## config.mk

```make
export PLATFORM = sky130hd
export DESIGN_NAME = alac_line_walker
export DESIGN_NICKNAME = d
export VERILOG_FILES = /design/src/rtl/alac_pkg.sv /design/src/rtl/alac_line_walker.sv
export SDC_FILE = /design/constraint.sdc
export NUM_CORES = 1
export LEC_CHECK = 0
export BUFFER_PORTS_ARGS = -buffer_cell sky130_fd_sc_hd__buf_2
export CAP_MARGIN = 5
export CELL_PAD_IN_SITES_DETAIL_PLACEMENT = 1
export CELL_PAD_IN_SITES_GLOBAL_PLACEMENT = 1
export CORE_MARGIN = 5
export CORE_UTILIZATION = 48
export CTS_CLUSTER_DIAMETER = 60
export DETAILED_ROUTE_END_ITERATION = 8
export PLACE_DENSITY_LB_ADDON = 0.1
export SETUP_SLACK_MARGIN = 0.02
export SLEW_MARGIN = 20
export SYNTH_ARGS = -nofsm -noshare
export SYNTH_HDL_FRONTEND = slang
export SYNTH_SLANG_ARGS = --single-unit
```

## constraint.sdc

```tcl
create_clock -name clk -period 5.4 [get_ports clk]
set_clock_uncertainty 0.2 [all_clocks]
set_input_delay 0.54 -clock clk [delete_from_list [all_inputs] [get_ports clk]]
set_output_delay 0.54 -clock clk [all_outputs]
set_load 0.05 [all_outputs]
```

## src/rtl/alac_pkg.sv

```systemverilog
// Shared widths, operation codes and walker interface types of the alpha line accumulator.
`default_nettype none

package alac_pkg;

  localparam int DEF_MAX_SIZE      = 512;
  localparam int DEF_MAX_PEGS      = 512;
  localparam int DEF_FRACTION_BITS = 16;

  localparam int OP_W        = 2;
  localparam int IDX_W       = 9;
  localparam int COORD_W     = 9;
  localparam int BRIGHT_W    = 8;
  localparam int CFG_SIZE_W  = 10;
  localparam int CFG_ALPHA_W = 16;
  localparam int CFG_DATA_W  = 32;
  localparam int CFG_AW      = 3;

  localparam logic [CFG_SIZE_W-1:0]  SIZE_RESET  = 10'd360;
  localparam logic [CFG_ALPHA_W-1:0] ALPHA_RESET = 16'd6554;

  localparam logic [OP_W-1:0] OP_LOAD = 2'd0;
  localparam logic [OP_W-1:0] OP_DRAW = 2'd1;
  localparam logic [OP_W-1:0] OP_READ = 2'd2;

  // Register index, taken from paddr[2].
  localparam logic REG_IMAGE_SIZE  = 1'b0;
  localparam logic REG_BLEND_ALPHA = 1'b1;

  typedef logic [COORD_W-1:0] coord_t;

  typedef struct packed {
    logic   start;
    coord_t x0;
    coord_t y0;
    coord_t x1;
    coord_t y1;
  } walk_req_t;

  typedef struct packed {
    logic   valid;
    logic   last;
    coord_t x;
    coord_t y;
  } walk_pix_t;

endpackage

`default_nettype wire

```

## src/rtl/alac_line_walker.sv

```systemverilog
// Bresenham line stepper that presents one pixel of the line per cycle.
`default_nettype none

module alac_line_walker (
  input  logic                clk,
  input  logic                rst_n,
  input  alac_pkg::walk_req_t req,
  output alac_pkg::walk_pix_t pix
);
  import alac_pkg::*;

  localparam int ERR_W = COORD_W + 2;

  logic                    active_r, active_nxt;
  coord_t                  x_r, y_r, x1_r, y1_r;
  coord_t                  dx_r, dy_r;
  logic                    sx_neg_r, sy_neg_r;
  logic signed [ERR_W-1:0] err_r;

  logic signed [ERR_W:0]   e2, dx_s, dy_s, err_sum;
  logic                    step_x, step_y, at_end;
  coord_t                  dx_start, dy_start;

  always_comb begin
    e2      = {err_r, 1'b0};
    dx_s    = $signed({3'b000, dx_r});
    dy_s    = $signed({3'b000, dy_r});
    step_x  = e2 > -dy_s;
    step_y  = e2 < dx_s;
    err_sum = {err_r[ERR_W-1], err_r};
    if (step_x) begin
      err_sum = err_sum - dy_s;
    end
    if (step_y) begin
      err_sum = err_sum + dx_s;
    end
    at_end     = (x_r == x1_r) && (y_r == y1_r);
    dx_start   = (req.x1 >= req.x0) ? req.x1 - req.x0 : req.x0 - req.x1;
    dy_start   = (req.y1 >= req.y0) ? req.y1 - req.y0 : req.y0 - req.y1;
    active_nxt = req.start || (active_r && !at_end);
  end

  always_ff @(posedge clk) begin
    if (!rst_n) begin
      active_r <= 1'b0;
    end else begin
      active_r <= active_nxt;
    end
  end

  always_ff @(posedge clk) begin
    if (req.start) begin
      x_r      <= req.x0;
      y_r      <= req.y0;
      x1_r     <= req.x1;
      y1_r     <= req.y1;
      dx_r     <= dx_start;
      dy_r     <= dy_start;
      sx_neg_r <= !(req.x0 < req.x1);
      sy_neg_r <= !(req.y0 < req.y1);
      err_r    <= $signed({2'b00, dx_start}) - $signed({2'b00, dy_start});
    end else if (active_r && !at_end) begin
      err_r <= err_sum[ERR_W-1:0];
      if (step_x) begin
        x_r <= sx_neg_r ? x_r - coord_t'(1) : x_r + coord_t'(1);
      end
      if (step_y) begin
        y_r <= sy_neg_r ? y_r - coord_t'(1) : y_r + coord_t'(1);
      end
    end
  end

  assign pix = '{valid: active_r, last: at_end, x: x_r, y: y_r};

endmodule

`default_nettype wire

```

After elaboration in Yosys (flattened, before gate mapping)

Index checks and enable logic that the tools add are counted.

Register bits after elaboration: 68
Input port bits: 39
Output and inout port bits: 20
Logic and storage cells: 55

Add/subtract/negate cells: 12
Magnitude comparators: 6
Equal/unequal tests: 2
Muxes and demuxes: 14
Reduce and logical (&&, ||, !) cells: 11

Operator list:

| operator              | number |
|---|---|
| $mux W9               | 10 |
| $mux W11              | 4 |
| $sub A9 B9 Y9         | 4 |
| $add A9 B1 Y9 const B | 2 |
| $eq A9 B9 Y1          | 2 |
| $ge A9 B9 Y1          | 2 |
| $lt A9 B9 Y1          | 2 |
| $sub A9 B1 Y9 const B | 2 |
| $gt A12 B12 Y1        | 1 |
| $lt A12 B10 Y1        | 1 |
| $neg A9 Y12           | 1 |
| $add A11 B10 Y11      | 1 |
| $sub A11 B10 Y11      | 1 |
| $sub A9 B9 Y10        | 1 |
| $reduce_bool A2 Y1    | 3 |
| $reduce_and A2 Y1     | 2 |
| $logic_not A1 Y1      | 3 |
| $logic_and A1 B1 Y1   | 2 |
| $logic_or A1 B1 Y1    | 1 |

Logic depth before layout (Yosys ltp)

Depth after elaboration: 7
Gate-level depth with buffers: 22
Depth with buffers taken out: 21

Worst setup path before layout

No wires, ideal clock.

Path kind: register to register
From: register dy_r[2]
To: register err_r[10], data pin
Library setup time: 0.269 ns
Arrival time: 4.325 ns
Data required time: 4.931 ns
Path slack: 0.606 ns
Cell stages (with the launch flop): 20
Path buffers: 1
Period minus slack after synthesis: 4.794 ns
Path through: edfxtp_1 -> nor4_1 -> nand2_1 -> nor3_1 -> xnor2_1 -> ha_1 -> nand4_1 -> a211o_1 -> a31oi_1 -> clkbuf_1 -> mux2_2 -> fa_1 -> nand2_1 -> a21o_1 -> a21oi_1 -> o41ai_1 -> o31a_1 -> o221ai_1 -> xnor2_1 -> o21ai_0

Word-level cells in the longest chain between the ends: 7
Elaborated cells on any way between the ends: 8
Those cells by class: add/sub (3); order compare (1); mux (4)

Ends and longest elaborated chain:

| item                   | RTL line               | source |
|---|---|---|
| start, declared        | alac_line_walker.sv:16 | `coord_t dx_r, dy_r;` |
| start signal, assigned | alac_line_walker.sv:58 | `dy_r <= dy_start;` |
| $neg A9 Y12            | alac_line_walker.sv:28 | `step_x = e2 > -dy_s;` |
| $gt A12 B12 Y1         | alac_line_walker.sv:28 |  |
| $mux W11 *             | alac_line_walker.sv:31 | `if (step_x) begin` |
| $add A11 B10 Y11       | alac_line_walker.sv:35 | `err_sum = err_sum + dx_s;` |
| $mux W11 *             | alac_line_walker.sv:34 | `if (step_y) begin` |
| $mux W11 *             | alac_line_walker.sv:62 | `end else if (active_r && !at_end) begin` |
| $mux W11 *             | alac_line_walker.sv:52 | `if (req.start) begin` |
| end signal, assigned   | alac_line_walker.sv:61 | `err_r <= $signed({2'b00, dx_start}) - $signed({2'b00, dy_start});` |
| end signal, assigned   | alac_line_walker.sv:63 | `err_r <= err_sum[ERR_W-1:0];` |
| end, declared          | alac_line_walker.sv:18 | `logic signed [ERR_W-1:0] err_r;` |

Every way passes the cells marked *; elsewhere a longest branch is shown, timed or not. The select of a mux whose other input is x is not followed.
A chain may end at the register's enable or synchronous reset.

Final worst setup path

From: register dy_r[1]
To: register err_r[10], data pin

The elaborated chain is that of the path after synthesis.

==> results.py <==
metrics = {
    "outcome": {
        "status": "finished clean",
    },
    "cells_and_area": {
        "nNetsFinal": 934,
        "final_layout_size_suffix_gt1_frac": 0.121,
        "final_cells": 974,
        "mostFrequentLayoutCells": "ha_1, inv_1, edfxtp_1, buf_2, xnor2_1",
        "final_common_cell": "ha_1",
        "diodes": 0,
        "fin_util": 0.544,
        "syn_to_final_growth_pct": 11.6,
    },
    "clock_network": {
        "cts.clk_slew.worst_paths_ps": 60,
        "clockBufferDepth": 2,
        "cts_tree": "built",
        "clk_latency_ps": 340,
        "cts-htree-levels": 3,
        "numCtsBuffers": 9,
        "cts.sinks": 68,
        "cts_root_buffer": "clkbuf_16",
    },
    "sta": {
        "min_period_over_period": 0.932,
        "tightest_slew_ps": 1080,
        "tns_ps": 0,
        "slew_headroom": 0.281,
        "drv_slew": 0,
        "finalHoldViolations": 0,
        "holdWs_ps": 211,
        "min_period_ps": 5030,
        "setup-violations-final": 0,
        "fmax_mhz": 199,
        "rsz0062_at_grt": "false",
    },
    "grt": {
        "grt_pass1_vias": 6017,
        "grt_max_degree": 54,
        "grt.total_usage": 0.227,
        "gr-total-overflow": 0,
        "grt_first_pass_wirelength_um": 30000,
        "antenna_found_initial": 0,
    },
    "worst_setup_path": {
        "critPathBufInv": 2,
        "path_max_fanout": 15,
        "crit_start": "dy_r[1]",
        "cp-start-kind": "register",
        "slowest_stage": "edfxtp_1",
        "crit_family": "compound AO/OA/AOI/OAI gates",
        "worstPathCellList": "inv_1, ha_1, nand2_1, nor3_1, xnor2_1, ha_1, nand4_1, a211o_1, a31oi_1, buf_4, nor2_1, a21oi_1, ha_1, fa_1, nand2_1, a21o_1, a21oi_1, o41ai_2, o31a_1, o221ai_1, xnor2_1, o21ai_0",
        "endpoint_kind": "register",
        "critPathMaxStageDelay_ps": 430,
        "path_common_cell": "ha_1",
        "r2r_start": "dy_r[1]",
        "critPathKind": "reg -> reg",
        "worstPathArrival_ps": 4890,
        "required_ps": 5260,
    },
    "worst_hold_path": {
        "hp-start": "rst_n",
        "hold_path_class": "in -> reg",
    },
    "yosys": {
        "ys_seq_area_frac": 0.300,
        "synth-seq-cells": 68,
        "synth_edf_count": 67,
        "synth_top_cells_by_area": "edfxtp_1, ha_1, xnor2_1, inv_1, o21ai_0",
        "ys.flop_type": "edfxtp_1",
        "synth_nets": 881,
        "yosys.area.top_type": "edfxtp_1",
        "yosysWarnings": 0,
        "syn_area_um2": 6770,
        "synthCells": 736,
        "yosys.cell_types.count": 62,
        "avgSynthCellArea_um2": 9.20,
        "netlist.area_leader.share": 0.297,
        "synth-async-reset-ratio": 0,
    },
    "job": {
        "maxCapViolCount": 0,
    },
    "floorplanning": {
        "coreArea_um2": 13900,
        "start_util": 0.488,
        "row_count": 43,
        "fp.dieH_um": 129,
        "pin_count": 59,
        "dieArea_um2": 16600,
        "die_x_um": 129,
    },
    "pwr": {
        "finalPower_uw": 4060,
        "p_leak_uw": 0.00347,
        "ir_worst_vdd_mv": 0.207,
        "power_density_nw_per_um2": 537,
    },
    "placement": {
        "port_buffers": 58,
        "dp_hpwl_um": 15000,
        "dp.cells": 958,
        "gp_congestion": 0.876,
    },
    "routing": {
        "wire_per_inst_um": 18.6,
        "totalWireLength_um": 18100,
        "drc": 0,
        "antenna_left": 0,
        "vias": 5624,
        "drtIter0Drc": 278,
        "dr.pass1.iters": 4,
        "routed_via_density": 5.77,
    },
}
per-stage QoR:
step / cell area [um^2] / setup WS (ps)
after floorplan: 6770 / 606
after global placement: 7230 / 398
after detailed placement: 7230 / 227
after CTS: 7540 / 255
after global routing: 7560 / 57.6
final: 7560 / 368
area by class of cell:
type | instances | area [um^2]
well taps | 180 | 225
flip-flops and latches | 68 | 2030
inverters | 93 | 349
multi-input cells | 554 | 4310
fillers | 1616 | 6320
clock buffers | 11 | 233
repair buffers | 63 | 330
clock inverters | 5 | 76.3
sequential cells by signal, indices dropped and copies added (netlist names):
register  flops
sy_neg_r      1
dx_r          9
y_r           9
sx_neg_r      1
x1_r          9
x_r           9
active_r      1
y1_r          9
err_r        11
dy_r          9
worst paths after layout:
path / to / slack [ps] / depth (start not counted)
worst max-delay path: err_r[10] / 370 / 22
worst min-delay path: active_r / 210 / 2
worst max register to register: err_r[10] / 370 / 22
worst min register to register: y_r[0] / 560 / 1
cell families after synthesis:
kind of cell	synth area share
mux	0.0325
flops	0.300
fa+ha+maj	0.206
simple gates	0.117
xor+xnor	0.0918
compound gates	0.186
buf+inv	0.0660
routing by layer:
layer  up-vias  share of wire  global-route usage
met5         -              0                   0
met4         0          0.029              0.0821
met3        25          0.033              0.0262
met2       102           0.50               0.399
met1      2772           0.44               0.287
li1       2725              -                   -
synth_stat cells, types with 6 or more instances:
cell type	count
o21ai_0	49
edfxtp_1	67
mux2_2	8
fa_1	9
nand2b_1	10
nor4_1	6
o21bai_1	8
inv_1	93
ha_1	97
a211oi_1	10
nand4_1	11
a31oi_1	8
clkbuf_1	11
a21o_1	26
nor2b_1	9
a22oi_1	6
o31ai_1	6
nor3_1	8
nor2_1	45
nand2_1	48
xnor2_1	54
buf_2	6
a21oi_1	48
mux2i_1	13
xor2_1	17
power by group:
part	switching, uW	internal (uW)	total [uW]
Combinational	1450	1040	2490
Sequential	169	773	942
Clock	218	402	620
repair_timing:
action / in CTS / in global routing
setup endpoints to repair: 0 / 1
hold buffers: 0 / 0
resized for setup: 0 / 3
setup buffers: 0 / 0
worst reg2reg max path, delay by kind of cell (launching register included):
| family | cells | cell delay (ps) |
|---|---|---|
| adders and majority gates | 4 | 1000 |
| DFF | 1 | 430 |
| xor gates and xnor gates | 2 | 250 |
| and+or+nand+nor | 5 | 690 |
| buffers and inverters | 2 | 400 |
| AOI/OAI and AO/OA | 9 | 1790 |
(Power assumes the default switching activity.)
